===== src/rtl/bsmf_pkg.sv =====
// ----------------------------------------------------------------------------
// bsmf_pkg
// Shared types and constants of the border shrink median filter.
// ----------------------------------------------------------------------------
`default_nettype none

package bsmf_pkg;

  localparam int DEF_MAX_WIDTH  = 1024;
  localparam int DEF_MAX_HEIGHT = 1024;
  localparam int DEF_MAX_WINDOW = 7;

  localparam int CFG_DATA_W = 11;
  localparam int CFG_IDX_W  = 2;

  localparam logic [CFG_IDX_W-1:0] REG_IMAGE_WIDTH  = 2'd0;
  localparam logic [CFG_IDX_W-1:0] REG_IMAGE_HEIGHT = 2'd1;
  localparam logic [CFG_IDX_W-1:0] REG_WINDOW_SIZE  = 2'd2;

  localparam logic OP_PIXEL = 1'b0;
  localparam logic OP_DRAIN = 1'b1;

  localparam int J_ROW_W  = 13;
  localparam int J_COL_W  = 13;
  localparam int J_RING_W = 4;
  localparam int RAD_W    = 3;

  typedef struct packed {
    logic       op;
    logic [7:0] pixel_in;
  } in_beat_t;

  typedef struct packed {
    logic [7:0] median_out;
    logic       frame_end;
  } out_beat_t;

  typedef struct packed {
    logic [J_ROW_W-1:0]  row;
    logic [J_COL_W-1:0]  col;
    logic [J_RING_W-1:0] ring;
    logic                last;
  } job_t;

  typedef struct packed {
    logic               busy;
    logic [J_ROW_W-1:0] row;
  } back_stat_t;

  typedef enum logic [1:0] {
    BK_IDLE,
    BK_RUN,
    BK_TAIL,
    BK_DONE
  } back_state_t;

endpackage

`default_nettype wire


===== src/rtl/bsmf_back.sv =====
// ----------------------------------------------------------------------------
// bsmf_back
// Gathers one window from the line store, insertion sorts it, gives the median.
// ----------------------------------------------------------------------------
`default_nettype none

module bsmf_back import bsmf_pkg::*; #(
  parameter int MAX_WIDTH  = DEF_MAX_WIDTH,
  parameter int MAX_HEIGHT = DEF_MAX_HEIGHT,
  parameter int MAX_WINDOW = DEF_MAX_WINDOW,
  localparam int CW   = $clog2(MAX_WIDTH + 1),
  localparam int RW   = $clog2(MAX_HEIGHT + 1),
  localparam int CAW  = $clog2(MAX_WIDTH),
  localparam int RING = 2 * (MAX_WINDOW / 2) + 2,
  localparam int RB   = $clog2(RING),
  localparam int AW   = RB + CAW
) (
  input  wire logic             clk,
  input  wire logic             rst,
  input  wire logic [CW-1:0]    w,
  input  wire logic [RW-1:0]    h,
  input  wire logic [RAD_W-1:0] r,
  input  wire logic             q_empty,
  output logic                  q_pop,
  input  wire job_t             q_job,
  output logic [AW-1:0]         mem_raddr,
  input  wire logic [7:0]       mem_rdata,
  output back_stat_t            stat,
  output logic                  out_valid,
  input  wire logic             out_ready,
  output out_beat_t             out_data
);

  localparam int SIDE = 2 * (MAX_WINDOW / 2) + 1;
  localparam int NW   = SIDE * SIDE;
  localparam int NB   = $clog2(NW + 1);
  localparam int IB   = (NW > 1) ? $clog2(NW) : 1;

  back_state_t state, state_next;

  logic          job_last;
  logic [RW-1:0] job_row;
  logic [RW-1:0] y, yend;
  logic [CW-1:0] x, xstart, xend;
  logic [RB-1:0] ry;
  logic          rd_v;
  logic [NB-1:0] cnt;
  logic [7:0]    win [NW];
  logic [7:0]    win_next [NW];
  logic          lt [NW];

  logic [RW-1:0] jr, ys, ye;
  logic [CW-1:0] jc, xs, xe;
  logic [RW:0]   ysum;
  logic [CW:0]   xsum;
  logic [RB:0]   rs;
  logic [RAD_W-1:0] d;
  logic          load_out;
  logic [IB-1:0] mid;

  always_comb begin
    state_next = state;
    unique case (state)
      BK_IDLE: if (!q_empty) state_next = BK_RUN;
      BK_RUN:  if (x == xend && y == yend) state_next = BK_TAIL;
      BK_TAIL: state_next = BK_DONE;
      BK_DONE: if (!out_valid || out_ready) state_next = BK_IDLE;
      default: state_next = BK_IDLE;
    endcase
  end

  always_comb begin
    q_pop     = (state == BK_IDLE) && !q_empty;
    load_out  = (state == BK_DONE) && (!out_valid || out_ready);
    mem_raddr = {ry, x[CAW-1:0]};
    stat.busy = (state != BK_IDLE);
    stat.row  = J_ROW_W'(job_row);
    mid       = IB'(cnt >> 1);

    jr   = RW'(q_job.row);
    jc   = CW'(q_job.col);
    ys   = (jr >= RW'(r)) ? jr - RW'(r) : '0;
    ysum = {1'b0, jr} + (RW+1)'(r);
    ye   = (ysum > {1'b0, h - RW'(1)}) ? h - RW'(1) : ysum[RW-1:0];
    xs   = (jc >= CW'(r)) ? jc - CW'(r) : '0;
    xsum = {1'b0, jc} + (CW+1)'(r);
    xe   = (xsum > {1'b0, w - CW'(1)}) ? w - CW'(1) : xsum[CW-1:0];
    d    = RAD_W'(jr - ys);
    if ((RB+1)'(q_job.ring) >= (RB+1)'(d)) rs = (RB+1)'(q_job.ring) - (RB+1)'(d);
    else rs = (RB+1)'(q_job.ring) + (RB+1)'(RING) - (RB+1)'(d);

    for (int i = 0; i < NW; i++) begin
      lt[i] = (NB'(i) < cnt) && (win[i] <= mem_rdata);
    end
    win_next[0] = lt[0] ? win[0] : mem_rdata;
    for (int i = 1; i < NW; i++) begin
      if (lt[i]) win_next[i] = win[i];
      else if (lt[i-1]) win_next[i] = mem_rdata;
      else win_next[i] = win[i-1];
    end
  end

  always_ff @(posedge clk) begin
    if (rst) begin
      state     <= BK_IDLE;
      rd_v      <= 1'b0;
      out_valid <= 1'b0;
    end else begin
      state <= state_next;
      rd_v  <= (state == BK_RUN);
      if (load_out) out_valid <= 1'b1;
      else if (out_ready) out_valid <= 1'b0;
    end
  end

  always_ff @(posedge clk) begin
    if (q_pop) begin
      job_row  <= jr;
      job_last <= q_job.last;
      y        <= ys;
      yend     <= ye;
      x        <= xs;
      xstart   <= xs;
      xend     <= xe;
      ry       <= rs[RB-1:0];
      cnt      <= '0;
    end else begin
      if (state == BK_RUN) begin
        if (x == xend) begin
          x <= xstart;
          if (y != yend) begin
            y  <= y + RW'(1);
            ry <= (32'(ry) == RING - 1) ? '0 : ry + RB'(1);
          end
        end else begin
          x <= x + CW'(1);
        end
      end
      if (rd_v) begin
        win <= win_next;
        cnt <= cnt + NB'(1);
      end
    end
    if (load_out) begin
      out_data.median_out <= win[mid];
      out_data.frame_end  <= job_last;
    end
  end

  a_cnt_bound: assert property (@(posedge clk) disable iff (rst) 32'(cnt) <= NW)
    else $error("window count overflow");
  a_done_nonempty: assert property (@(posedge clk) disable iff (rst)
    state == BK_DONE |-> cnt != '0)
    else $error("median of empty window");
  a_run_range: assert property (@(posedge clk) disable iff (rst)
    state == BK_RUN |-> (x <= xend && y <= yend))
    else $error("window scan out of range");

endmodule

`default_nettype wire


===== config.mk =====
export PLATFORM = sky130hd
export DESIGN_NAME = bsmf_back
export DESIGN_NICKNAME = d
export VERILOG_FILES = /design/src/rtl/bsmf_pkg.sv /design/src/rtl/bsmf_back.sv
export SDC_FILE = /design/constraint.sdc
export NUM_CORES = 1
export LEC_CHECK = 0
export ABC_CLOCK_PERIOD_IN_PS = 9100
export CORE_MARGIN = 2
export CORE_UTILIZATION = 60
export CTS_BUF_LIST = sky130_fd_sc_hd__clkbuf_4
export DETAILED_ROUTE_END_ITERATION = 10
export DONT_BUFFER_PORTS = 1
export PLACE_DENSITY = 0.76
export SLEW_MARGIN = 10
export SYNTH_ARGS = -nofsm -noshare
export SYNTH_HDL_FRONTEND = slang
export SYNTH_SLANG_ARGS = --single-unit
export TNS_END_PERCENT = 5

===== constraint.sdc =====
create_clock -name clk -period 9.1 [get_ports clk]
set_clock_uncertainty 0.15 [all_clocks]
set_input_delay 0.91 -clock clk [delete_from_list [all_inputs] [get_ports clk]]
set_output_delay 0.91 -clock clk [all_outputs]
set_load 0.01 [all_outputs]

-- Word level (Yosys, flattened, before mapping)
Cells that the tools add are included.
W data, S select, Z words.
- register bits after elaboration: 481
- logic and storage cells: 428
- $add $sub $neg: 14
- order comparisons: 104
- equality and inequality tests: 10
- mux-type cells: 74
- bitwise operators: 51
- reduce and logical (&&, ||, !) cells: 112
- operators by type and width (cell ; count):
    $mux W8 ; 50
    $le A8 B8 Y1 ; 49
    $reduce_and A3 Y1 ; 51
    $mux W11 ; 11
    $lt A6 B6 Y1 const A ; 17
    $lt A5 B6 Y1 const A ; 16
    $logic_and A1 B1 Y1 ; 52
    $not A1 Y1 ; 50
    $bmux W8 S6 ; 1
    $lt A4 B6 Y1 const A ; 8
    $add A11 B3 Y12 ; 2
    $gt A12 B11 Y1 ; 2
    $lt A3 B6 Y1 const A ; 4
    $add A11 B1 Y11 const B ; 2
    $eq A11 B11 Y1 ; 2
    $ge A11 B3 Y1 ; 2
    $sub A11 B1 Y11 const B ; 2
    $sub A11 B3 Y11 ; 2
    $mux W3 ; 6
    $lt A1 B6 Y1 const A ; 2
    $lt A2 B6 Y1 const A ; 2
    $ne A11 B11 Y1 ; 1
    $reduce_bool A2 Y1 ; 5
    $sub A3 B3 Y3 ; 3
    other kinds (16) ; 23

-- Logic depth before layout (Yosys ltp)
- depth in word-level cells: 6
- depth in mapped cells: 16
- depth with buffers taken out: 15

-- Worst setup path before layout
Ideal clock, no wire load.
- path type: in2reg
- from: input port r[2]
- to: register xend[9], data pin
- setup time: 0.265 ns
- arrival time: 3.716 ns
- required time: 8.685 ns
- slack: 4.969 ns
- stages: 15
- buffers on the path: 2
- cell sequence: inv_1 > ha_1 > clkbuf_1 > o21bai_1 > nand3_1 > xor2_1 > inv_1 > ha_1 > and3_1 > a221o_1 > a221o_1 > o22ai_2 > nand2_2 > buf_6 > mux2i_1
- word-level cells in the longest chain between the ends: 3
- RTL lines (element ; RTL line ; RTL):
    start: declaration ; bsmf_back.sv:22 ; input wire logic [RAD_W-1:0] r,
    $add A11 B3 Y12 * ; bsmf_back.sv:86 ; xsum = {1'b0, jc} + (CW+1)'(r);
    $gt A12 B11 Y1 ; bsmf_back.sv:87 ; xe = (xsum > {1'b0, w - CW'(1)}) ? w - CW'(1) : xsum[CW-1:0];
    $mux W11 * ; bsmf_back.sv:87 ;
    net xe[9] ; bsmf_back.sv:53 ; logic [CW-1:0] jc, xs, xe;
    end signal: assignment ; bsmf_back.sv:124 ; xend <= xe;
    end: declaration ; bsmf_back.sv:44 ; logic [CW-1:0] x, xstart, xend;
The timed path passes the listed nets; every way through them passes the cells marked *.
A chain may end at the register's enable or synchronous reset.

-- Worst setup path in the final report
- from: input port r[1]
- to: register yend[7], data pin
- word-level cells in the longest chain between the ends: 3
- RTL lines (element ; RTL line ; RTL):
    $add A11 B3 Y12 * ; bsmf_back.sv:83 ; ysum = {1'b0, jr} + (RW+1)'(r);
    $gt A12 B11 Y1 ; bsmf_back.sv:84 ; ye = (ysum > {1'b0, h - RW'(1)}) ? h - RW'(1) : ysum[RW-1:0];
    $mux W11 * ; bsmf_back.sv:84 ;
    net ye[7] ; bsmf_back.sv:52 ; logic [RW-1:0] jr, ys, ye;
    end signal: assignment ; bsmf_back.sv:121 ; yend <= ye;
    end: declaration ; bsmf_back.sv:43 ; logic [RW-1:0] y, yend;
Marks and branches as above.

==> results.yml <==
sta:
  setup_tns_ps: 0
  rsz0062_at_grt: "false"
  hold_viol_final: 0
  max_slew.worst_pin.slew_ps: 997
  finalCritPeriodShare_pct: 46.5
  final_max_slew_viol_count: 0
  timing.slew.headroom_pct: 33.5
  max_freq_ghz: 0.236
  setup_ws_ps: 4870
  setup_viol: 0
  period_minus_slack_ps: 4230
grt:
  grt_pass1_wl_um: 105000
  grtUsageTotal_pct: 31.9
  grt-ovfl-total: 0
  grt_pass1_vias: 18300
  antenna_found_initial: 2
  grt_max_degree: 65
logic_synthesis:
  synth_edf_count: 335
  syn_inst: 2018
  ys_types: 73
  ys_ff_latch: 345
  syn_area_per_cell_um2: 12.5
  synth-async-reset-ratio_pct: 0
  ys_seq_area_share_pct: 40.6
  synthesis.area_mm2: 0.0253
  synthFlopType: "edfxtp_1"
  ys_warn_count: 0
cts:
  cts_htree_levels: 3
  cts_tree: "yes"
  path_clk_slew_ps: 60
  cts_sinks: 345
  cts_buffer_depth: 3
  insertion_delay_ps: 850
  root_buffer: "clkbuf_4"
  ctsResizeCount: 0
  cts_made_buffers: 96
floorplan:
  initial_core_util_pct: 60.5
  die_y_um: 209
  ios: 106
  die_x_um: 209
  dieArea_mm2: 0.0438
  placementRows: 75
  fp.coreArea_mm2: 0.0418
placed_design:
  dpl-instance-area_mm2: 0.0256
  place.detailed.hpwl_um: 47200
  io_buffers: 0
  gp_congestion: 0.937
  dp_cells: 2481
  dp_slack_ps: 4070
worst_hold_path:
  whs_path_depth: 0
  hold_start: "mem_rdata[1]"
  holdPathEnd: "win[385]"
  hp-class: "primary input to flip-flop"
finish:
  n_fill_cell: 3086
  area_delta_synth_final_pct: 6.96
  final_cell_mix: "335 x edfxtp_1, 305 x ha_1, 255 x mux2_2"
  final_nets: 2434
  design_area_mm2: 0.0270
  final_cells: 2675
  final_common_cell: "edfxtp_1"
  drive_gt1_share_pct: 24.7
power_and_ir_drop:
  powerDensity_mw_per_mm2: 193
  power_uw: 5220
  leakage_uw: 0.0106
  ir_drop_mv: 0.233
critical_path:
  crit_chain: "inv_1 > ha_1 > inv_1 > a21oi_1 > o21bai_1 > nand2_1 > xor2_1 > inv_1 > ha_1 > and3_1 > a221o_1 > a221oi_1 > a21oi_1 > a41oi_2 > mux2i_1"
  required_ps: 9460
  end_kind: "flip-flop"
  arrival_ps: 4600
  reg2reg_from: "cnt[2]"
  critPathMaxStageDelay_ps: 690
  worst_path_most_repeated_cell: "inv_1"
  worstPathMaxFanout: 11
  r2r-end: "out_data[8]"
  slowest_stage: "a41oi_2"
  r2r_cells: 4
  rrSetupSlack_ps: 5840
  worst_setup_path_start_kind: "primary input"
  path_class: "primary input to flip-flop"
detailed_routing:
  routed_wl_um: 69100
  first_pass_iters: 7
  drc: 0
  vias: 18000
  vias_per_cell: 6.73
  drt_iter0_drc: 1357
  ant_nets: 0
  wire_per_inst_um: 25.8
run_status:
  status: "finished, final reports clean"
flow_run:
  max_cap_violations: 0
-- cell families (layout without fill, tap and decap cells) --
family	count (synthesis)	count (layout)	synth area share (%)
other cells	1	5	0.0148
fa+ha+maj	311	311	15.6
xor+xnor	98	98	3.40
flops	345	345	40.6
buf+inv	182	296	3.17
mux	363	363	19.8
simple gates	422	422	8.93
compound gates	296	296	8.45
-- final cells by class --
| class | count | area, um^2 | share of cell area (%) |
|---|---|---|---|
| flip-flops and latches | 345 | 10300 | 38.0 |
| well taps | 539 | 674 | 2.50 |
| clock inverters | 42 | 258 | 0.954 |
| repair buffers | 30 | 263 | 0.973 |
| clock buffers | 134 | 1010 | 3.72 |
| diodes | 3 | 7.51 | 0.0278 |
| multi-input cells | 1492 | 14200 | 52.6 |
| inverters | 90 | 338 | 1.25 |
-- layer usage --
| layer | part of all wire (%) | wire length [um] | vias to the layer above | track usage [%] |
|---|---|---|---|---|
| met5 | 0 | 0 | - | 0 |
| met4 | 4.7 | 3220 | 0 | 14.8 |
| met3 | 9.8 | 6810 | 231 | 7.39 |
| met2 | 48 | 33200 | 988 | 53.1 |
| met1 | 37 | 25900 | 8845 | 39.6 |
| li1 | - | - | 7950 | - |
-- per-stage QoR --
step	util [%]	hold WS, ps
3_5_place_dp	61.3	292
4_1_cts	64.7	0.173
3_3_place_gp	61.3	252
5_1_grt	64.7	-17.4
2_1_floorplan	-	250
6_report	64.7	63.1
-- power by group --
group / switching (uW) / total, uW / internal [uW]
combinational: 716 / 1310 / 598
sequential: 305 / 2430 / 2130
clock: 698 / 1470 / 771
total: 1720 / 5220 / 3500
-- synthesized netlist by cell type, types with 3 or more instances --
master    instances  share of area [%]
o21ai_0          50               0.99
nor4_1            9               0.22
and4_1            3               0.10
buf_1             8               0.12
mux2_2          255                 11
mux4_1           15                1.6
or2_2             3              0.074
edfxtp_1        335                 40
inv_1            89                1.3
xnor2_1          60                2.1
buf_2            15               0.30
o21a_1            6               0.18
xor2_1           38                1.3
fa_1              6               0.48
o22ai_2           4               0.20
o21bai_1         11               0.33
a211oi_1          4               0.12
nand3b_1          7               0.21
nor3_1           15               0.30
a21oi_1          70                1.4
mux2i_1          28                1.1
nand4_1          67                1.7
o221ai_2         14               0.83
a31oi_1           5               0.12
o221ai_1          6               0.21
a21o_1           72                2.1
mux4_2           65                5.8
clkbuf_1         50               0.74
nand2b_1         44                1.1
buf_4            14               0.42
nor2b_1          64                1.6
buf_6             3               0.13
nand2_1          62               0.92
a211o_1          10               0.35
nor2_1           88                1.3
o22ai_1           4              0.099
and3_1           14               0.35
dfxtp_1          10               0.79
nand3_1          35               0.69
o31ai_1           3              0.089
a22oi_1           4               0.12
ha_1            305                 15
a22oi_2           3               0.15
a221o_1           7               0.28
-- worst max-delay path by stage --
stage	cells past startpoint	slack, ps	end	from
after global placement	15	4090	yend[7]	r[1]
final	15	4870	yend[7]	r[1]
after floorplan	15	4970	xend[9]	r[2]
after global routing	15	4690	yend[7]	r[1]
after CTS	15	4970	yend[7]	r[1]
after detailed placement	15	4070	yend[7]	r[1]
-- critical path, delay by kind of cell --
family,cells,cell delay (ps)
compound gates,6,1980
xor+xnor,1,250
fa+ha+maj,2,610
buf+inv,3,310
mux,1,210
simple gates,2,320
-- repair_timing --
action	CTS	global route
endpoints found under the setup margin	0	0
buffers inserted	0	0
endpoints found under the hold margin	18	0
hold buffers	15	0
-- sequential cells by signal (all words and copies together) (netlist names), 9 cells and up --
signal    flops
xstart       11
xend         11
out_data      9
yend         11
job_row      11
y            11
win         256
x            11
Note: power is estimated with default switching activity, not from simulation.
