--- src/rtl/bsmf_pkg.sv ---
// ----------------------------------------------------------------------------
// bsmf_pkg
// Shared types and constants of the border shrink median filter.
// ----------------------------------------------------------------------------
`default_nettype none

package bsmf_pkg;

  localparam int DEF_MAX_WIDTH  = 1024;
  localparam int DEF_MAX_HEIGHT = 1024;
  localparam int DEF_MAX_WINDOW = 7;

  localparam int CFG_DATA_W = 11;
  localparam int CFG_IDX_W  = 2;

  localparam logic [CFG_IDX_W-1:0] REG_IMAGE_WIDTH  = 2'd0;
  localparam logic [CFG_IDX_W-1:0] REG_IMAGE_HEIGHT = 2'd1;
  localparam logic [CFG_IDX_W-1:0] REG_WINDOW_SIZE  = 2'd2;

  localparam logic OP_PIXEL = 1'b0;
  localparam logic OP_DRAIN = 1'b1;

  localparam int J_ROW_W  = 13;
  localparam int J_COL_W  = 13;
  localparam int J_RING_W = 4;
  localparam int RAD_W    = 3;

  typedef struct packed {
    logic       op;
    logic [7:0] pixel_in;
  } in_beat_t;

  typedef struct packed {
    logic [7:0] median_out;
    logic       frame_end;
  } out_beat_t;

  typedef struct packed {
    logic [J_ROW_W-1:0]  row;
    logic [J_COL_W-1:0]  col;
    logic [J_RING_W-1:0] ring;
    logic                last;
  } job_t;

  typedef struct packed {
    logic               busy;
    logic [J_ROW_W-1:0] row;
  } back_stat_t;

  typedef enum logic [1:0] {
    BK_IDLE,
    BK_RUN,
    BK_TAIL,
    BK_DONE
  } back_state_t;

endpackage

`default_nettype wire

--- src/rtl/bsmf_front.sv ---
// ----------------------------------------------------------------------------
// bsmf_front
// Accepts beats, stores pixels, tracks positions and issues median jobs.
// ----------------------------------------------------------------------------
`default_nettype none

module bsmf_front import bsmf_pkg::*; #(
  parameter int MAX_WIDTH  = DEF_MAX_WIDTH,
  parameter int MAX_HEIGHT = DEF_MAX_HEIGHT,
  parameter int MAX_WINDOW = DEF_MAX_WINDOW,
  localparam int CW   = $clog2(MAX_WIDTH + 1),
  localparam int RW   = $clog2(MAX_HEIGHT + 1),
  localparam int CAW  = $clog2(MAX_WIDTH),
  localparam int RING = 2 * (MAX_WINDOW / 2) + 2,
  localparam int RB   = $clog2(RING),
  localparam int AW   = RB + CAW
) (
  input  wire logic                  clk,
  input  wire logic                  rst,
  input  wire logic                  in_valid,
  output logic                       in_ready,
  input  wire in_beat_t              in_data,
  input  wire logic                  cfg_we,
  input  wire logic [CFG_IDX_W-1:0]  cfg_index,
  input  wire logic [CFG_DATA_W-1:0] cfg_data,
  output logic                       q_push,
  output job_t                       q_job,
  input  wire logic                  q_full,
  input  wire logic                  q_empty,
  input  wire logic [J_ROW_W-1:0]    q_head_row,
  input  wire back_stat_t            back_stat,
  output logic [CW-1:0]              w,
  output logic [RW-1:0]              h,
  output logic [RAD_W-1:0]           r,
  output logic                       mem_we,
  output logic [AW-1:0]              mem_waddr,
  output logic [7:0]                 mem_wdata
);

  logic [CFG_DATA_W-1:0] reg_width;
  logic [CFG_DATA_W-1:0] reg_height;
  logic [2:0]            reg_window;

  logic [RW-1:0] in_row, in_row_next;
  logic [CW-1:0] in_col, in_col_next;
  logic [RB-1:0] in_ring, in_ring_next;
  logic [RW-1:0] out_row;
  logic [CW-1:0] out_col;
  logic [RB-1:0] out_ring;

  logic          wr;
  logic [RW:0]   need_row;
  logic [CW:0]   need_col;
  logic          rdy;
  logic          last;
  logic          acc;
  logic [J_ROW_W-1:0] oldest;
  logic          hazard_ok;
  logic          start_ok;

  always_comb begin
    if (reg_width == '0) w = CW'(1);
    else if (32'(reg_width) > 32'(MAX_WIDTH)) w = CW'(MAX_WIDTH);
    else w = CW'(reg_width);
    if (reg_height == '0) h = RW'(1);
    else if (32'(reg_height) > 32'(MAX_HEIGHT)) h = RW'(MAX_HEIGHT);
    else h = RW'(reg_height);
    if (32'(reg_window) > 32'(MAX_WINDOW)) r = RAD_W'(MAX_WINDOW / 2);
    else r = RAD_W'(reg_window >> 1);
  end

  always_comb begin
    wr           = (in_data.op == OP_PIXEL) && (in_row < h);
    in_row_next  = in_row;
    in_col_next  = in_col;
    in_ring_next = in_ring;
    if (wr) begin
      if (in_col + CW'(1) >= w) begin
        in_col_next  = '0;
        in_row_next  = in_row + RW'(1);
        in_ring_next = (32'(in_ring) == RING - 1) ? '0 : in_ring + RB'(1);
      end else begin
        in_col_next = in_col + CW'(1);
      end
    end

    need_row = {1'b0, out_row} + (RW+1)'(r);
    if (need_row > {1'b0, h - RW'(1)}) need_row = {1'b0, h - RW'(1)};
    need_col = {1'b0, out_col} + (CW+1)'(r);
    if (need_col > {1'b0, w - CW'(1)}) need_col = {1'b0, w - CW'(1)};

    rdy  = (out_row < h) &&
           (({1'b0, in_row_next} > need_row) ||
            (({1'b0, in_row_next} == need_row) && ({1'b0, in_col_next} > need_col)));
    last = (out_row == h - RW'(1)) && (out_col >= w - CW'(1));

    if (back_stat.busy) oldest = back_stat.row;
    else if (!q_empty) oldest = q_head_row;
    else oldest = J_ROW_W'(out_row);

    hazard_ok = ((J_ROW_W+1)'(in_row) + (J_ROW_W+1)'(r)) <
                ({1'b0, oldest} + (J_ROW_W+1)'(RING));
    start_ok  = !((in_row == '0) && (in_col == '0)) || (q_empty && !back_stat.busy);
    in_ready  = !q_full && hazard_ok && start_ok;
    acc       = in_valid && in_ready;

    q_push     = acc && rdy;
    q_job.row  = J_ROW_W'(out_row);
    q_job.col  = J_COL_W'(out_col);
    q_job.ring = J_RING_W'(out_ring);
    q_job.last = last;

    mem_we    = acc && wr;
    mem_waddr = {in_ring, in_col[CAW-1:0]};
    mem_wdata = in_data.pixel_in;
  end

  always_ff @(posedge clk) begin
    if (rst) begin
      reg_width  <= CFG_DATA_W'(64);
      reg_height <= CFG_DATA_W'(64);
      reg_window <= 3'd3;
      in_row     <= '0;
      in_col     <= '0;
      in_ring    <= '0;
      out_row    <= '0;
      out_col    <= '0;
      out_ring   <= '0;
    end else if (cfg_we && (cfg_index == REG_IMAGE_WIDTH || cfg_index == REG_IMAGE_HEIGHT ||
                            cfg_index == REG_WINDOW_SIZE)) begin
      unique case (cfg_index)
        REG_IMAGE_WIDTH:  reg_width  <= cfg_data;
        REG_IMAGE_HEIGHT: reg_height <= cfg_data;
        default:          reg_window <= cfg_data[2:0];
      endcase
      in_row   <= '0;
      in_col   <= '0;
      in_ring  <= '0;
      out_row  <= '0;
      out_col  <= '0;
      out_ring <= '0;
    end else if (acc) begin
      if (rdy && last) begin
        in_row   <= '0;
        in_col   <= '0;
        in_ring  <= '0;
        out_row  <= '0;
        out_col  <= '0;
        out_ring <= '0;
      end else begin
        in_row  <= in_row_next;
        in_col  <= in_col_next;
        in_ring <= in_ring_next;
        if (rdy) begin
          if (out_col + CW'(1) >= w) begin
            out_col  <= '0;
            out_row  <= out_row + RW'(1);
            out_ring <= (32'(out_ring) == RING - 1) ? '0 : out_ring + RB'(1);
          end else begin
            out_col <= out_col + CW'(1);
          end
        end
      end
    end
  end

endmodule

`default_nettype wire

--- config.mk ---
export PLATFORM = sky130hd
export DESIGN_NAME = bsmf_front
export DESIGN_NICKNAME = d
export VERILOG_FILES = /design/src/rtl/bsmf_pkg.sv /design/src/rtl/bsmf_front.sv
export SDC_FILE = /design/constraint.sdc
export NUM_CORES = 1
export LEC_CHECK = 0
export BUFFER_PORTS_ARGS = -buffer_cell sky130_fd_sc_hd__buf_2
export CAP_MARGIN = 5
export CORE_UTILIZATION = 52
export DETAILED_ROUTE_END_ITERATION = 7
export GPL_TIMING_DRIVEN = 0
export HOLD_SLACK_MARGIN = 0.02
export PLACE_DENSITY_LB_ADDON = 0.05
export SLEW_MARGIN = 10
export SYNTH_ARGS = -nofsm -noshare
export SYNTH_HDL_FRONTEND = slang
export SYNTH_SLANG_ARGS = --single-unit
--- constraint.sdc ---
create_clock -name clk -period 6.8 [get_ports clk]
set_input_delay 1.36 -clock clk [delete_from_list [all_inputs] [get_ports clk]]
set_output_delay 1.36 -clock clk [all_outputs]
set_load 0.02 [all_outputs]
After elaboration in Yosys (flattened, before gate mapping)
Index checks and enable logic that the tools add are counted.
Cells by class
  equal/unequal tests: 6
  muxes and demuxes: 28
  add/sub/neg operators: 12
  bitwise logic cells: 2
  $lt $le $gt $ge: 12
  reduce and logical (&&, ||, !) cells: 37
Operator list (number)
  11-bit two-way mux: 16
  11-bit by 1-bit adder with 11-bit output (second input constant): 4
  11-bit zero test: 4
  11-bit by 2-bit adder with 12-bit output: 3
  11-bit >= comparator: 3
  13-bit two-way mux: 2
  11-bit by 12-bit > comparator with 1-bit output: 2
  12-bit by 11-bit > comparator with 1-bit output: 2
  12-bit two-way mux: 2
  3-bit two-way mux: 8
  11-bit > comparator (second input constant): 2
  11-bit less-than comparator: 2
  11-bit by 1-bit subtractor with 11-bit output (second input constant): 2
  13-bit by 4-bit adder with 14-bit output (second input constant): 1
  12-bit by 14-bit less-than comparator with 1-bit output: 1
  1-bit logical AND: 13
  11-bit by 12-bit == test with 1-bit output: 1
  11-bit == test: 1
  2-bit AND reduction: 4
  2-bit nonzero test: 4
  3-bit by 1-bit adder with 3-bit output (second input constant): 2
  3-bit == test (second input constant): 2
  3-bit AND reduction: 2
  1-bit logical OR: 4
  6 further kinds: 10
Word-level totals
  word-level logic and storage cells: 106
  output and inout port bits: 80
  register bits: 75

Logic depth before layout (Yosys ltp)
  depth after elaboration: 13
  gate-level depth with buffers: 30
  depth with buffers taken out: 27

Least setup slack after synthesis
OpenSTA, ideal clock, no wires.
  kind: flip-flop to output port
  start: reg reg_width[3]
  end: out q_push
  arrival: 6.316 ns
  buffers on the path: 3
  stages on the path, launching flop included: 27
  setup slack: -0.876 ns
  cell sequence: dfxtp_1 > or3_1 > nor4_1 > a21oi_1 > nor2_1 > inv_1 > ha_1 > o21ai_0 > nor3_1 > xnor2_1 > inv_1 > ha_1 > maj3_1 > a211o_1 > a21oi_1 > a21oi_1 > buf_1 > mux2_2 > ha_1 > nand4_1 > o311a_1 > o311a_1 > a2111oi_0 > nand3b_1 > buf_2 > inv_2 > clkbuf_1
On the way
  cells in the longest elaborated chain, start to end: 11
Ends and longest elaborated chain
  start, declared: RTL line bsmf_front.sv:40  | logic [CFG_DATA_W-1:0] reg_width;
  start signal, assigned: RTL line bsmf_front.sv:132  | REG_IMAGE_WIDTH: reg_width <= cfg_data;
  11-bit > comparator: RTL line bsmf_front.sv:63  | else if (32'(reg_width) > 32'(MAX_WIDTH)) w = CW'(MAX_WIDTH);
  11-bit two-way mux: RTL line bsmf_front.sv:63
  11-bit two-way mux (*): RTL line bsmf_front.sv:62  | if (reg_width == '0) w = CW'(1);
  via w[0]: RTL line bsmf_front.sv:32  | output logic [CW-1:0] w,
  11-bit by 1-bit subtractor with 11-bit output or 11-bit >= comparator (tied branches): RTL line bsmf_front.sv:90, bsmf_front.sv:78
  12-bit by 11-bit > comparator with 1-bit output or 11-bit two-way mux (tied branches): RTL line bsmf_front.sv:90, bsmf_front.sv:78
  12-bit two-way mux or 11-bit two-way mux (tied branches): RTL line bsmf_front.sv:90, bsmf_front.sv:77
  11-bit by 12-bit > comparator with 1-bit output or 11-bit by 12-bit == test with 1-bit output (tied branches): RTL line bsmf_front.sv:94  | (({1'b0, in_row_next} == need_row) && ({1'b0, in_col_next} > need_col)));
  1-bit logical AND: RTL line bsmf_front.sv:94
  1-bit logical OR (*): RTL line bsmf_front.sv:93  | (({1'b0, in_row_next} > need_row) ||
  1-bit logical AND (*): RTL line bsmf_front.sv:92  | rdy = (out_row < h) &&
  1-bit logical AND (*): RTL line bsmf_front.sv:107  | q_push = acc && rdy;
  end, declared: RTL line bsmf_front.sv:26  | output logic q_push,
The timed path passes the listed nets; every way through them passes the cells marked *.

Worst setup path after layout
  start: reg reg_width[3]
  end: out q_push
On the way
  cells in the longest elaborated chain, start to end: 11
Ends and longest elaborated chain (RTL line)
  11-bit > comparator: bsmf_front.sv:63
  11-bit two-way mux: bsmf_front.sv:63
  11-bit two-way mux (*): bsmf_front.sv:62
  11-bit by 1-bit subtractor with 11-bit output or 11-bit >= comparator (tied branches): bsmf_front.sv:90, bsmf_front.sv:78
  12-bit by 11-bit > comparator with 1-bit output or 11-bit two-way mux (tied branches): bsmf_front.sv:90, bsmf_front.sv:78
  12-bit two-way mux or 11-bit two-way mux (tied branches): bsmf_front.sv:90, bsmf_front.sv:77
  11-bit by 12-bit > comparator with 1-bit output or 11-bit by 12-bit == test with 1-bit output (tied branches): bsmf_front.sv:94
  1-bit logical AND: bsmf_front.sv:94
  1-bit logical OR (*): bsmf_front.sv:93
  1-bit logical AND (*): bsmf_front.sv:92
  1-bit logical AND (*): bsmf_front.sv:107
Mark *: on every way between the ends. The rest lies on a longest branch, timed or not.

==> metrics.yaml <==
setup_slack_ns: -0.253
synth_area_leaders: "ha_1, dfxtp_1, xnor2_1"
dpl.cell_count: 1476
stdcell_count: 1541
slew_viol_final: 0
cts_tree: "built"
clockRootBuffer: "clkbuf_16"
numCtsBuffers: 9
hold_viol_final: 0
start_util: 0.540
wl_per_cell_um: 18.3
crit_type: "register to output port"
p_switching_mw: 0.431
ant_nets: 0
regToRegSetupSlack_ns: 0.38
clk_pin_slew_ns: 0.06
dpl_worst_slack_ns: -1.16
grt_pass1_vias: 8359
switching_share: 0.338
cpMaxStageDelayCell: "or3_4"
power_mw: 1.28
dieArea_mm2: 0.0172
portBuffers: 118
rsz0062_at_grt: "true"
arrival_ns: 5.69
cp_common_cell: "buf_6"
drc: 0
yosysTopAreaCell: "ha_1"
vias: 9008
synthCells: 1137
fin_crit_ns: 7.05
nets: 1505
utilization: 0.669
worstRegToRegCells: 31
area_growth_syn_to_layout_pct: 23.8
crit_path_start: "reg_width[3]$_SDFFE_PP0P_"
violations: "negative setup slack"
h-tree-depth: 3
antenna_cells: 0
finalCritPeriodShare: 1.04
clock_path_buffers: 2
synth_cell_type_count: 66
outcome: "finished, violations left"
grt_pass1_wl_um: 44200
r2r-end: "out_row[10]$_SDFFE_PP0P_"
dr.pass1.iters: 5
hold_class: "register to register"
drive_gt1_frac: 0.248
hold_buffers: 0
crit_path_start_kind: "register"
fin_hold_ws_ns: 0.507
skew_ns: 0.0127
min-delay-start: "out_ring[0]$_SDFFE_PP0P_"
yosys_warnings: 0
crit_fanout: 6
fmax_mhz: 142
die_h_um: 131
grt_antenna_before_repair: 0
drt-initial-drc-count: 644
synth_area_mm2: 0.00867
ir_drop_mv: 0.117
crit_end: "q_push"
design.core.area_mm2: 0.0161
cts.sinks: 74
slowest_delay_ns: 0.38
grt_max_degree: 14
power.share.combinational: 0.296
synthArstFlopShare: 0
internal-power_mw: 0.846
timing.slew.headroom: 0.0861
place.gp.congestion: 0.997
io_pins: 135
setup_viol: 1
worst_setup_path_end_kind: "output port"
yosys_register_bits: 74
power.leakage_nw: 5.08
ys.flop_type: "dfxtp_1"
synth_top_area_frac: 0.182
reg2reg_from: "reg_width[3]$_SDFFE_PP0P_"
grt_usage: 0.322
rows: 46
synth_seq_area_share: 0.171
synth_edf_count: 0
fillCellCount: 1380
die_w_um: 131
clk_latency_ns: 0.35
crit_required_ns: 5.44
drt_wl_total_um: 28100
grt_overflow: 0
avgViaCountPerCell: 5.85
worst_pin_slew_ns: 1.36
hpwlAfterDp_um: 21500
p_seq_frac: 0.352
clock_power_share: 0.352
power_density_mw_per_mm2: 119
syn_area_per_cell_um2: 7.63
maxCapViolCount: 0
==> synthesized netlist by cell type, drive strengths merged, types with 11 or more instances <==
cell,count
o21a,14
nand2b,14
xor2,29
clkbuf,48
mux2i,51
nor2,112
or3,13
nand2,98
or4,11
buf,40
o21ai,51
dfxtp,74
xnor2,60
ha,126
a21o,14
nand3,50
nor3,31
a21oi,62
nor4,15
mux2,14
nor2b,11
a2111oi,12
inv,69
nand4,16
==> routing by layer <==
| metal | vias to the layer above | wire length (um) | track usage |
|---|---|---|---|
| li1 | 4397 | - | - |
| met3 | 56 | 1990 | 0.0478 |
| met5 | - | 0 | 0 |
| met1 | 4183 | 12300 | 0.427 |
| met4 | 0 | 910 | 0.130 |
| met2 | 372 | 12900 | 0.522 |
==> how the worst min path moves through the flow <==
stage / endpoint / depth (start not counted)
final: out_ring[0]$_SDFFE_PP0P_ / 2
after global routing: out_ring[1]$_SDFFE_PP0P_ / 1
after CTS: out_ring[0]$_SDFFE_PP0P_ / 2
after detailed placement: out_ring[1]$_SDFFE_PP0P_ / 1
after global placement: out_ring[0]$_SDFFE_PP0P_ / 2
after floorplan: reg_width[8]$_SDFFE_PP0P_ / 2
==> power by group through the flow <==
stage / Sequential, mW / Combinational [mW] / Clock [mW]
after detailed placement: 0.458 / 0.308 / 0
after CTS: 0.450 / 0.358 / 0.453
after floorplan: 0.455 / 0.221 / 0
after global routing: 0.450 / 0.411 / 0.474
final: 0.449 / 0.378 / 0.450
after global placement: 0.458 / 0.307 / 0
==> per-stage QoR <==
stage / area, um^2 / TNS (ns)
6_report: 10700 / -0.253
4_1_cts: 10600 / -0.146
2_1_floorplan: 8770 / 0
3_5_place_dp: 9630 / -14.10
3_3_place_gp: 9630 / -15.32
5_1_grt: 10700 / -0.464
==> state kept, by name, summed over array words and instances (netlist names) <==
| signal | count |
|---|---|
| in_col | 11 |
| in_row | 11 |
| out_col | 11 |
| out_row | 11 |
| reg_height | 11 |
| reg_width | 11 |
| in_ring | 3 |
| out_ring | 3 |
| reg_window | 2 |
==> kinds of logic after synthesis <==
logic type	after synthesis	share of synthesized area
AO/OA/AOI/OAI	217	0.164
AND/OR/NAND/NOR	401	0.225
buffers and inverters	159	0.0815
other	1	0.000432
multiplexers	65	0.0770
flip-flops	74	0.171
XOR/XNOR	89	0.0899
adder cells (fa/ha/maj)	131	0.191
==> cells in the final DEF (no fill, tap or decap), drive strengths merged, types with 12 or more instances in the layout <==
cell type  Yosys  routed
clkbuf        48      53
nand2         98      98
a21o          14      14
nor4          15      15
or3           13      13
xnor2         60      60
inv           69      70
dfxtp         74      74
xor2          29      29
mux2          14      14
o21ai         51      51
ha           126     126
nand3         50      50
a21oi         62      62
nor2         112     112
mux2i         51      51
nand2b        14      14
nor3          31      31
o21a          14      14
nand4         16      16
buf           40     212
a2111oi       12      12
==> final cells by class <==
class                           count  area, um^2  share of cell area
Multi-Input combinational cell    909        6920               0.644
Sequential cell                    74        1500               0.140
Timing Repair Buffer              173        1040              0.0970
Buffer                             83         464              0.0432
Inverter                           71         274              0.0255
Tap cell                          216         270              0.0252
Clock buffer                        9         225              0.0210
Clock inverter                      6        42.5             0.00396
==> worst max-delay path: cells and delay by family (launching register included) <==
kind,cells,cell delay (ns)
AOI/OAI and AO/OA,12,1.90
buffers and inverters,9,1.00
and+or+nand+nor,4,0.90
adders and majority gates,3,0.75
DFF,1,0.34
muxes,1,0.31
xor gates and xnor gates,1,0.14
==> timing repair <==
action / 4_1_cts / 5_1_grt
setup buffers: 48 / 7
pin swaps: 24 / 9
setup endpoints to repair: 45 / 10
endpoints found under the hold margin: 0 / 0
gates cloned: 0 / 0
resized for setup: 71 / 28
(Power assumes the default switching activity.)
