<file path="src/rtl/bsmf_pkg.sv">
// ----------------------------------------------------------------------------
// bsmf_pkg
// Shared types and constants of the border shrink median filter.
// ----------------------------------------------------------------------------
`default_nettype none

package bsmf_pkg;

  localparam int DEF_MAX_WIDTH  = 1024;
  localparam int DEF_MAX_HEIGHT = 1024;
  localparam int DEF_MAX_WINDOW = 7;

  localparam int CFG_DATA_W = 11;
  localparam int CFG_IDX_W  = 2;

  localparam logic [CFG_IDX_W-1:0] REG_IMAGE_WIDTH  = 2'd0;
  localparam logic [CFG_IDX_W-1:0] REG_IMAGE_HEIGHT = 2'd1;
  localparam logic [CFG_IDX_W-1:0] REG_WINDOW_SIZE  = 2'd2;

  localparam logic OP_PIXEL = 1'b0;
  localparam logic OP_DRAIN = 1'b1;

  localparam int J_ROW_W  = 13;
  localparam int J_COL_W  = 13;
  localparam int J_RING_W = 4;
  localparam int RAD_W    = 3;

  typedef struct packed {
    logic       op;
    logic [7:0] pixel_in;
  } in_beat_t;

  typedef struct packed {
    logic [7:0] median_out;
    logic       frame_end;
  } out_beat_t;

  typedef struct packed {
    logic [J_ROW_W-1:0]  row;
    logic [J_COL_W-1:0]  col;
    logic [J_RING_W-1:0] ring;
    logic                last;
  } job_t;

  typedef struct packed {
    logic               busy;
    logic [J_ROW_W-1:0] row;
  } back_stat_t;

  typedef enum logic [1:0] {
    BK_IDLE,
    BK_RUN,
    BK_TAIL,
    BK_DONE
  } back_state_t;

endpackage

`default_nettype wire

</file>
<file path="src/rtl/bsmf_queue.sv">
// ----------------------------------------------------------------------------
// bsmf_queue
// Two entry job queue between the front and the back.
// ----------------------------------------------------------------------------
`default_nettype none

module bsmf_queue import bsmf_pkg::*; (
  input  wire logic clk,
  input  wire logic rst,
  input  wire logic push,
  input  wire job_t push_job,
  input  wire logic pop,
  output job_t      head,
  output logic      full,
  output logic      empty
);

  job_t       slot [2];
  logic       wp;
  logic       rp;
  logic [1:0] count;

  assign head  = slot[rp];
  assign full  = (count == 2'd2);
  assign empty = (count == 2'd0);

  always_ff @(posedge clk) begin
    if (rst) begin
      wp    <= 1'b0;
      rp    <= 1'b0;
      count <= 2'd0;
    end else begin
      if (push) begin
        wp <= ~wp;
      end
      if (pop) begin
        rp <= ~rp;
      end
      count <= count + {1'b0, push} - {1'b0, pop};
    end
  end

  always_ff @(posedge clk) begin
    if (push) begin
      slot[wp] <= push_job;
    end
  end

endmodule

`default_nettype wire

</file>
<file path="config.mk">
export PLATFORM = sky130hd
export DESIGN_NAME = bsmf_queue
export DESIGN_NICKNAME = d
export VERILOG_FILES = /design/src/rtl/bsmf_pkg.sv /design/src/rtl/bsmf_queue.sv
export SDC_FILE = /design/constraint.sdc
export NUM_CORES = 1
export LEC_CHECK = 0
export BUFFER_PORTS_ARGS = -buffer_cell sky130_fd_sc_hd__buf_2
export CAP_MARGIN = 0
export CORE_AREA = 2 2 70 72
export DETAILED_ROUTE_END_ITERATION = 16
export DIE_AREA = 0 0 72 74
export GPL_ROUTABILITY_DRIVEN = 0
export PLACE_DENSITY = 0.82
export SLEW_MARGIN = 10
export SYNTH_ARGS = -nofsm -noshare
export SYNTH_HDL_FRONTEND = slang
export SYNTH_SLANG_ARGS = --single-unit
</file>
<file path="constraint.sdc">
create_clock -name clk -period 5.85 [get_ports clk]
set_clock_uncertainty 0.1 [all_clocks]
set_input_delay 0.585 -clock clk [delete_from_list [all_inputs] [get_ports clk]]
set_output_delay 0.585 -clock clk [all_outputs]
set_load 0.02 [all_outputs]
</file>
======== Yosys cells after proc, flatten, opt, wreduce, memory -nomap -nowiden ========
Memory sizes are Yosys's and may differ from the RTL's. A register that Yosys moved wholly into a read port is not among the register bits.
Index checks and enable logic that the tools add are counted.
operators by class
  add/subtract/negate cells ............... 2
  multipliers ............................. 0
  divide/modulo/power cells ............... 0
  magnitude comparators ................... 0
  eq/ne operators ......................... 1
  shifts and indexed selects .............. 0
  muxes and demuxes ....................... 4
  bitwise operators ....................... 2
  reduce and logical (&&, ||, !) cells .... 1
operator list
  kind                                         number
  2-to-1 mux 1 bit                             4
  adder 2 x 1 -> 2 bit                         1
  equality test 2 bit (second input constant)  1
  zero test 2 bit                              1
  inverter 1 bit                               2
  subtractor 2 x 1 -> 2 bit                    1
word-level totals
  bits in registers ....................... 4
  bits in latches ......................... 0
  bits in writable memories ............... 62
  memory bits (read-only) ................. 0
  input bits .............................. 35
  word-level logic and storage cells ...... 14
  memories kept ........................... 1
memory list
  memory  depth  bits a word  read ports  clocked after memory_dff  write ports  line              source
  slot    2      31           1           1                         1            bsmf_queue.sv:18  job_t slot [2];

======== Logic depth before layout (Yosys ltp) ========
Gate-level depths: netlist (run 1).
  depth in word-level cells ............... 3
  depth in mapped cells ................... 6
  gate-level depth less buffers ........... 6

======== Worst setup path after synthesis (run 1) ========
Ideal clock, no wire load.
  kind .................................... input -> register
  from .................................... in push
  to ...................................... mem slot[0][0] in the netlist's numbering, enable pin
  library setup time ...................... 0.423 ns
  arrival ................................. 1.990 ns
  path slack .............................. 3.337 ns
  stages .................................. 1
  path buffers ............................ 0
  path through ............................ nor2b_1
between the ends
  cells in the longest elaborated chain, start to end .. 2
RTL lines
  item                                    line              source
  from (decl)                             bsmf_queue.sv:10  input wire logic push,
  2-to-1 mux 1 bit                        bsmf_queue.sv:44  if (push) begin
  2-to-1 mux 1 bit (implied by the code)  bsmf_queue.sv:45  slot[wp] <= push_job;
  to (decl)                               bsmf_queue.sv:18
Every way passes these cells.

==> impl_table.tex, run 1 <==
\begin{tabular}{lr}
\hline
Metric & Value \\
\hline
\multicolumn{2}{l}{\textbf{STA}} \\
\quad Maximum clock frequency & 400 MHz \\
\quad Min Clock Period, post-route & 2.50 ns \\
\quad Worst-Margin Slew & 0.877 ns \\
\quad Final critical-path setup slack & 3.35 ns \\
\quad Unrepaired setup endpoints after global routing & no \\
\quad Aggregate negative setup slack & 0 ns \\
\quad Number of failing setup endpoints in the final timing report & 0 \\
\quad Post-Route Hold Slack & 0.349 ns \\
\quad Endpoints failing hold & 0 \\
\quad Final-report max-slew violation count & 0 \\
\quad Ratio of final minimum period to clock period & 0.427 \\
\quad Max-Slew Margin vs Limit & 0.414 \\
\multicolumn{2}{l}{\textbf{Logic synthesis}} \\
\quad Synth unique cells & 11 \\
\quad Fraction of synthesized cell area taken by the top area cell type & 0.756 \\
\quad Largest cells by area after synthesis & sky130\_fd\_sc\_hd\_\_edfxtp\_1 (76\%), sky130\_fd\_sc\_hd\_\_mux2\_2 (14\%), sky130\_fd\_sc\_hd\_\_dfxtp\_1 (4.1\%), sky130\_fd\_sc\_hd\_\_buf\_6 (1.4\%), sky130\_fd\_sc\_hd\_\_ha\_1 (1.0\%) \\
\quad Top-count cell post-synth & sky130\_fd\_sc\_hd\_\_edfxtp\_1 \\
\quad Count of flip-flops with a built-in enable after synthesis & 62 \\
\quad Mapped cell area & 2460 um2 \\
\quad Primary flip-flop cell chosen by synthesis mapping & sky130\_fd\_sc\_hd\_\_edfxtp\_1 \\
\quad Area fraction in compound gates after synthesis & 0 \\
\quad Mux contribution to synthesized area & 0.142 \\
\quad Most used standard cells in the synthesized netlist & sky130\_fd\_sc\_hd\_\_edfxtp\_1 (62), sky130\_fd\_sc\_hd\_\_mux2\_2 (31), sky130\_fd\_sc\_hd\_\_dfxtp\_1 (5), sky130\_fd\_sc\_hd\_\_nor2\_1 (5) \\
\quad Number of flip-flops and latches in the synthesized netlist & 67 \\
\quad Xor/xnor cell area share of the yosys netlist & 0.0163 \\
\quad Count of synthesis-stage warnings from yosys & 0 \\
\quad Number of standard cells after synthesis & 117 \\
\quad Share of the yosys chip area belonging to registers & 0.797 \\
\quad Syn Nets & 154 \\
\quad FFs w/ async S/R, synth & 0 \\
\quad Post-synth top area cell & sky130\_fd\_sc\_hd\_\_edfxtp\_1 \\
\quad Average cell area after synthesis & 21.0 um2 \\
\quad Post-Synth Adder-Cell Area & 0.0102 \\
\quad Simple-Gate Fraction of Synth Area & 0.0178 \\
\quad Dominant combinational cell family by area after synthesis & multiplexers \\
\multicolumn{2}{l}{\textbf{GRT}} \\
\quad Antenna violations before repair & 0 \\
\quad Largest net degree at the start of global routing & 32 \\
\quad Global routing usage on met1 & 0.185 \\
\quad Gr ovfl total & 0 \\
\quad Vias in the first global route & 1216 \\
\quad Wire length of the first global-routing pass & 5930 um \\
\quad Met2 demand-to-capacity share in global routing & 0.252 \\
\quad GR peak layer & met2 \\
\quad Total global-route track usage & 0.158 \\
\quad Met3 Track Usage GR & 0.0678 \\
\multicolumn{2}{l}{\textbf{Placement}} \\
\quad Cells after DPL & 237 \\
\quad Buffers on Ports & 67 \\
\quad Pre-CTS worst setup slack & 3.66 ns \\
\quad Hpwl dp & 2770 um \\
\quad Instance area at placement & 2850 um2 \\
\multicolumn{2}{l}{\textbf{Clocking}} \\
\quad Clock tree buffer depth & 2 \\
\quad Clock buffers created by TritonCTS & 9 \\
\quad Worst-skew pair later-pin latency & 0.32 ns \\
\quad Number of instances resized during post-cts repair & 0 \\
\quad Master cell of the clock root buffer & sky130\_fd\_sc\_hd\_\_clkbuf\_8 \\
\quad CTS Hold Bufs & 0 \\
\quad CTS tree & yes \\
\quad Count of H-tree levels built during CTS & 3 \\
\quad Sinks on the clock net & 67 \\
\quad Clock-pin slew on the worst setup and hold paths & 0.07 ns \\
\quad Number of setup buffers added after CTS & 0 \\
\multicolumn{2}{l}{\textbf{Worst setup path}} \\
\quad Critical Path Slowest Stage Cell & sky130\_fd\_sc\_hd\_\_dfxtp\_1 \\
\quad Arr. time, crit path & 1.82 ns \\
\quad Maximum fanout along the worst path & 22 \\
\quad Crit path required time & 5.16 ns \\
\quad Cells traversed along the worst timing path & buf\_4 > mux2\_2 > buf\_2 \\
\quad Crit path largest cell delay & 0.57 ns \\
\quad Classification of the worst setup path & reg -> out \\
\quad Worst Setup End Kind & output pin \\
\quad Critical Path Start Type & flip-flop \\
\multicolumn{2}{l}{\textbf{Floorplanning}} \\
\quad Width of the chip & 72 um \\
\quad Initial core utilization & 0.535 \\
\quad Boundary Pins & 68 \\
\quad Placeable Area & 4600 um2 \\
\quad Cell Rows & 25 \\
\quad Overall die area & 5330 um2 \\
\quad Chip height & 74 um \\
\multicolumn{2}{l}{\textbf{Routing}} \\
\quad Mean number of vias per cell & 4.98 \\
\quad Routed WL & 4050 um \\
\quad Initial detailed-routing violation count & 99 \\
\quad Pre-antenna DRT Iters & 4 \\
\quad Residual antenna-violating net count after detailed routing & 0 \\
\quad DRC viols & 0 \\
\quad Routed via count & 1261 \\
\quad Wire length per cell & 16.0 um \\
\multicolumn{2}{l}{\textbf{Power and ir drop}} \\
\quad Power density of the placed cells & 347 nW/um2 \\
\quad VDD IR max & 0.220 mV \\
\quad Leakage Power & 1.17 nW \\
\quad Final Power & 1.05 mW \\
\multicolumn{2}{l}{\textbf{Layout}} \\
\quad Share of post-route cells with drive strength above 1 & 0.578 \\
\quad Post-route cell area & 3040 um2 \\
\quad Utilization of the core after routing & 0.660 \\
\quad Antenna diodes & 0 \\
\quad Area delta synth->final & 23.3\% \\
\quad Non-filler instance count after layout & 253 \\
\quad Fillers & 316 \\
\quad Final net count & 231 \\
\multicolumn{2}{l}{\textbf{Worst hold path}} \\
\quad Type of the tightest min-delay check & in -> reg \\
\multicolumn{2}{l}{\textbf{Flow run}} \\
\quad Max Cap Viol & 0 \\
\multicolumn{2}{l}{\textbf{Status}} \\
\quad Status & finished, final reports clean \\
\hline
\end{tabular}
==> cell families after synthesis <==
| family | after synthesis |
|---|---|
| buffers and inverters | 5 |
| adder cells (fa/ha/maj) | 2 |
| AND/OR/NAND/NOR | 9 |
| XOR/XNOR | 3 |
| flip-flops | 67 |
| multiplexers | 31 |
==> registers in the layout (all words and copies together), names as in the netlist, named ones only <==
| register | cells |
|---|---|
| wp | 1 |
| count | 2 |
| rp | 1 |
| slot | 62 |
==> power breakdown <==
part | switching [mW] | internal (mW)
Sequential | 0.0117 | 0.559
Combinational | 0.0821 | 0.0626
Clock | 0.151 | 0.188
Total | 0.245 | 0.809
==> path summary, 6_finish.rpt <==
check | from | endpoint | slack [ns] | cells after the start
max reg2reg | wp | slot[0][0] | 4.29 | 1
max | flip-flop | head[26] | 3.35 | 3
min | push_job[22] | slot[1][22] | 0.35 | 1
min reg2reg | rp | rp | 0.44 | 2
==> layer usage <==
metal | vias up | wire [um]
met4 | 0 | 59
met2 | 51 | 2060
met1 | 598 | 1630
met3 | 7 | 299
li1 | 605 | -
met5 | - | 0
==> layout make-up <==
type / instances / area [um2] / share of cell area
Sequential cell: 67 / 1960 / 0.646
Multi-Input combinational cell: 45 / 465 / 0.153
Timing Repair Buffer: 69 / 350 / 0.115
Clock buffer: 14 / 173 / 0.0569
Tap cell: 54 / 67.6 / 0.0223
Clock inverter: 2 / 10.0 / 0.00330
Inverter: 2 / 7.51 / 0.00247
==> worst max-delay path, delay by kind of cell (launching register included) <==
kind / cells / cell delay, ns
DFF: 1 / 0.57
buffers and inverters: 2 / 0.53
muxes: 1 / 0.39
==> layout by cell type, fill, tap and decap left out, drive strengths merged, types with 2 or more instances in the layout <==
cell,netlist,layout
nor2b,3,3
buf,3,69
nor2,5,5
dfxtp,5,5
edfxtp,62,62
ha,2,2
xnor2,2,2
clkinv,0,2
mux2,31,31
inv,2,2
clkbuf,0,14
Power figures use the tool's default switching activity.
==> run 2: changes to the inputs <==
CORE_AREA = 2 2 77 79   (was 2 2 70 72)
DIE_AREA = 0 0 79 81   (was 0 0 72 74)
PLACE_DENSITY = 0.72   (was 0.82)
clock period = 2.1 ns   (was 5.85 ns; I/O delays follow)
==> run 2 against run 1 <==
Effect of this change:
- sequential share of layout area fell by 7.0 points
- critical endpoint is now head[30]
- clock power increased to 2.7 times the previous value
- non-clock buffer count is 34 higher
- count of clock-buffer cells in the layout decreased by 5
- global-route usage decreased by 1.7 points
==> impl_table.tex, run 2 (synthesis results as in run 1) <==
\begin{tabular}{lr}
\hline
Metric & Value \\
\hline
\multicolumn{2}{l}{\textbf{Clocking}} \\
\quad Clock-pin slew on the worst setup and hold paths & 0.07 ns (about the same) \\
\quad CTS tree & yes (unchanged) \\
\quad Clock tree buffer depth & 2 (unchanged) \\
\quad Number of instances resized during post-cts repair & 0 (unchanged) \\
\quad Sinks on the clock net & 67 (unchanged) \\
\quad Count of H-tree levels built during CTS & 3 (unchanged) \\
\quad Master cell of the clock root buffer & sky130\_fd\_sc\_hd\_\_clkbuf\_8 (unchanged) \\
\quad Worst-skew pair later-pin latency & 0.32 ns (about the same) \\
\quad Clock buffers created by TritonCTS & 9 (unchanged) \\
\multicolumn{2}{l}{\textbf{STA}} \\
\quad Endpoints failing hold & 0 (unchanged) \\
\quad Min Clock Period, post-route & 1.88 ns \\
\quad Maximum clock frequency & 531 MHz \\
\quad Aggregate negative setup slack & 0 ns (unchanged) \\
\quad Unrepaired setup endpoints after global routing & no (unchanged) \\
\quad Worst-Margin Slew & 0.318 ns (was 0.877 ns) \\
\quad Final critical-path setup slack & 0.218 ns (was 3.35 ns) \\
\quad Post-Route Hold Slack & 0.0830 ns (was 0.349 ns) \\
\quad Number of failing setup endpoints in the final timing report & 0 (unchanged) \\
\quad Final-report max-slew violation count & 0 (unchanged) \\
\quad Ratio of final minimum period to clock period & 0.896 \\
\quad Max-Slew Margin vs Limit & 0.788 (was 0.414) \\
\multicolumn{2}{l}{\textbf{Layout}} \\
\quad Post-route cell area & 3410 um2 (was 3040 um2) \\
\quad Largest Register & slot (unchanged) \\
\quad Final net count & 265 (was 231) \\
\quad Biggest regs & slot: 62 flops, count: 2 flops (unchanged) \\
\quad Utilization of the core after routing & 0.600 (was 0.660) \\
\quad Commonest non-fill, non-tap cell in the layout & sky130\_fd\_sc\_hd\_\_buf\_2 (unchanged) \\
\quad Number of flip-flops in the largest register & 62 (unchanged) \\
\quad Area delta synth->final & 38.4\% (was 23.3\%) \\
\quad Leading cell types in the layout, fill and taps excluded & sky130\_fd\_sc\_hd\_\_buf\_2 (67), sky130\_fd\_sc\_hd\_\_edfxtp\_1 (62), sky130\_fd\_sc\_hd\_\_dlygate4sd3\_1 (32), sky130\_fd\_sc\_hd\_\_mux2\_2 (31), sky130\_fd\_sc\_hd\_\_clkbuf\_8 (9) (was sky130\_fd\_sc\_hd\_\_buf\_2 (67), sky130\_fd\_sc\_hd\_\_edfxtp\_1 (62), sky130\_fd\_sc\_hd\_\_mux2\_2 (31), sky130\_fd\_sc\_hd\_\_clkbuf\_8 (12)) \\
\quad Antenna diodes & 0 (unchanged) \\
\quad Share of post-route cells with drive strength above 1 & 0.511 (was 0.578) \\
\multicolumn{2}{l}{\textbf{Worst setup path}} \\
\quad Arr. time, crit path & 1.57 ns (was 1.82 ns) \\
\quad Critical Path Start Type & flip-flop (unchanged) \\
\quad Crit path required time & 1.79 ns (was 5.16 ns) \\
\quad Cells traversed along the worst timing path & buf\_12 > mux2\_2 > buf\_2 (was buf\_4 > mux2\_2 > buf\_2) \\
\quad Maximum fanout along the worst path & 27 (was 22) \\
\quad Critical Path Slowest Stage Cell & sky130\_fd\_sc\_hd\_\_dfxtp\_1 (unchanged) \\
\quad Worst Setup End Kind & output pin (unchanged) \\
\quad Classification of the worst setup path & reg -> out (unchanged) \\
\quad Crit path largest cell delay & 0.47 ns (was 0.57 ns) \\
\multicolumn{2}{l}{\textbf{Floorplanning}} \\
\quad Chip height & 81 um (was 74 um) \\
\quad Cell Rows & 28 (was 25) \\
\quad Initial core utilization & 0.434 (was 0.535) \\
\quad Boundary Pins & 68 (unchanged) \\
\quad Width of the chip & 79 um (was 72 um) \\
\quad Placeable Area & 5680 um2 (was 4600 um2) \\
\quad Overall die area & 6400 um2 (was 5330 um2) \\
\multicolumn{2}{l}{\textbf{GRT}} \\
\quad Gr ovfl total & 0 (unchanged) \\
\quad Antenna violations before repair & 0 (unchanged) \\
\quad Wire length of the first global-routing pass & 6530 um (was 5930 um) \\
\quad Vias in the first global route & 1396 (was 1216) \\
\quad Largest net degree at the start of global routing & 28 (was 32) \\
\quad Total global-route track usage & 0.141 (was 0.158) \\
\multicolumn{2}{l}{\textbf{Placement}} \\
\quad Hpwl dp & 2730 um (was 2770 um) \\
\quad Pre-CTS worst setup slack & 0.563 ns (was 3.66 ns) \\
\quad Instance area at placement & 2920 um2 (was 2850 um2) \\
\quad Buffers on Ports & 67 (unchanged) \\
\multicolumn{2}{l}{\textbf{Status}} \\
\quad Status & finished, final reports clean (unchanged) \\
\multicolumn{2}{l}{\textbf{Power and ir drop}} \\
\quad Leakage Power & 1.32 nW (was 1.17 nW) \\
\quad VDD IR max & 0.472 mV (was 0.220 mV) \\
\quad Power density of the placed cells & 867 nW/um2 (was 347 nW/um2) \\
\multicolumn{2}{l}{\textbf{Routing}} \\
\quad Pre-antenna DRT Iters & 3 (was 4) \\
\quad Initial detailed-routing violation count & 71 (was 99) \\
\quad Routed WL & 4400 um (was 4050 um) \\
\quad DRC viols & 0 (unchanged) \\
\quad Residual antenna-violating net count after detailed routing & 0 (unchanged) \\
\quad Wire length per cell & 14.3 um (was 16.0 um) \\
\quad Mean number of vias per cell & 4.52 (was 4.98) \\
\quad Routed via count & 1392 (was 1261) \\
\multicolumn{2}{l}{\textbf{Flow run}} \\
\quad Max Cap Viol & 0 (unchanged) \\
\multicolumn{2}{l}{\textbf{Worst hold path}} \\
\quad Type of the tightest min-delay check & in -> reg (unchanged) \\
\hline
\end{tabular}
## run 2: cell types whose count changed in the layout (fill, tap and decap cells not counted), sizes merged
cell and delta:
buf +2, dlygate4sd3 +32, clkbuf -5, inv +1, clkinv +2, clkinvlp +2
## run 2: final cells by class
| class | instances | area, um2 |
|---|---|---|
| repair buffers | 103 | 711 |
| clock buffers | 9 | 124 |
| well taps | 75 | 93.8 |
| clock inverters | 7 | 43.8 |
| multi-input cells | 45 | 465 |
| fillers | 454 | 2270 |
| inverters | 2 | 7.51 |
| flip-flops and latches | 67 | 1960 |
## run 2: metal layers
metal | wire, um | track usage | vias to the layer above
met3 | 183 | 0.0356 | 5
met2 | 2370 | 0.249 | 42
met4 | 87 | 0.0828 | 0
met5 | 0 | 0 | -
met1 | 1750 | 0.155 | 676
li1 | - | - | 669
## run 2: stage by stage
step / power (mW) / instances
final: 2.95 / 308
after global routing: 3.09 / 308
after CTS: 2.99 / 308
after detailed placement: 2.04 / 260
after global placement: 2.03 / 260
after floorplan: 1.88 / 117
## run 2: final timing paths
check,slack [ns],end,start,cells after the start
worst max-delay path,0.22,head[30],flip-flop,3
worst min register to register,0.43,rp,rp,2
worst max register to register,0.78,slot[1][12],wp,2
worst min-delay path,0.08,wp,push,3
## run 2: timing repair
action	CTS	global route
hold endpoints to repair	66	0
hold buffers	32	0
setup buffers	0	0
## run 2: report_power, final
group | leakage [nW] | internal, mW | switching [mW] | total (mW)
clock network | 0.0852 | 0.423 | 0.481 | 0.904
logic | 0.607 | 0.226 | 0.240 | 0.466
registers | 0.624 | 1.55 | 0.0292 | 1.58
## run 2: worst max-delay path: cells and delay by family (launching register included)
family                 cells  cell delay, ns
buffers and inverters      2            0.39
DFF                        1            0.47
muxes                      1            0.37
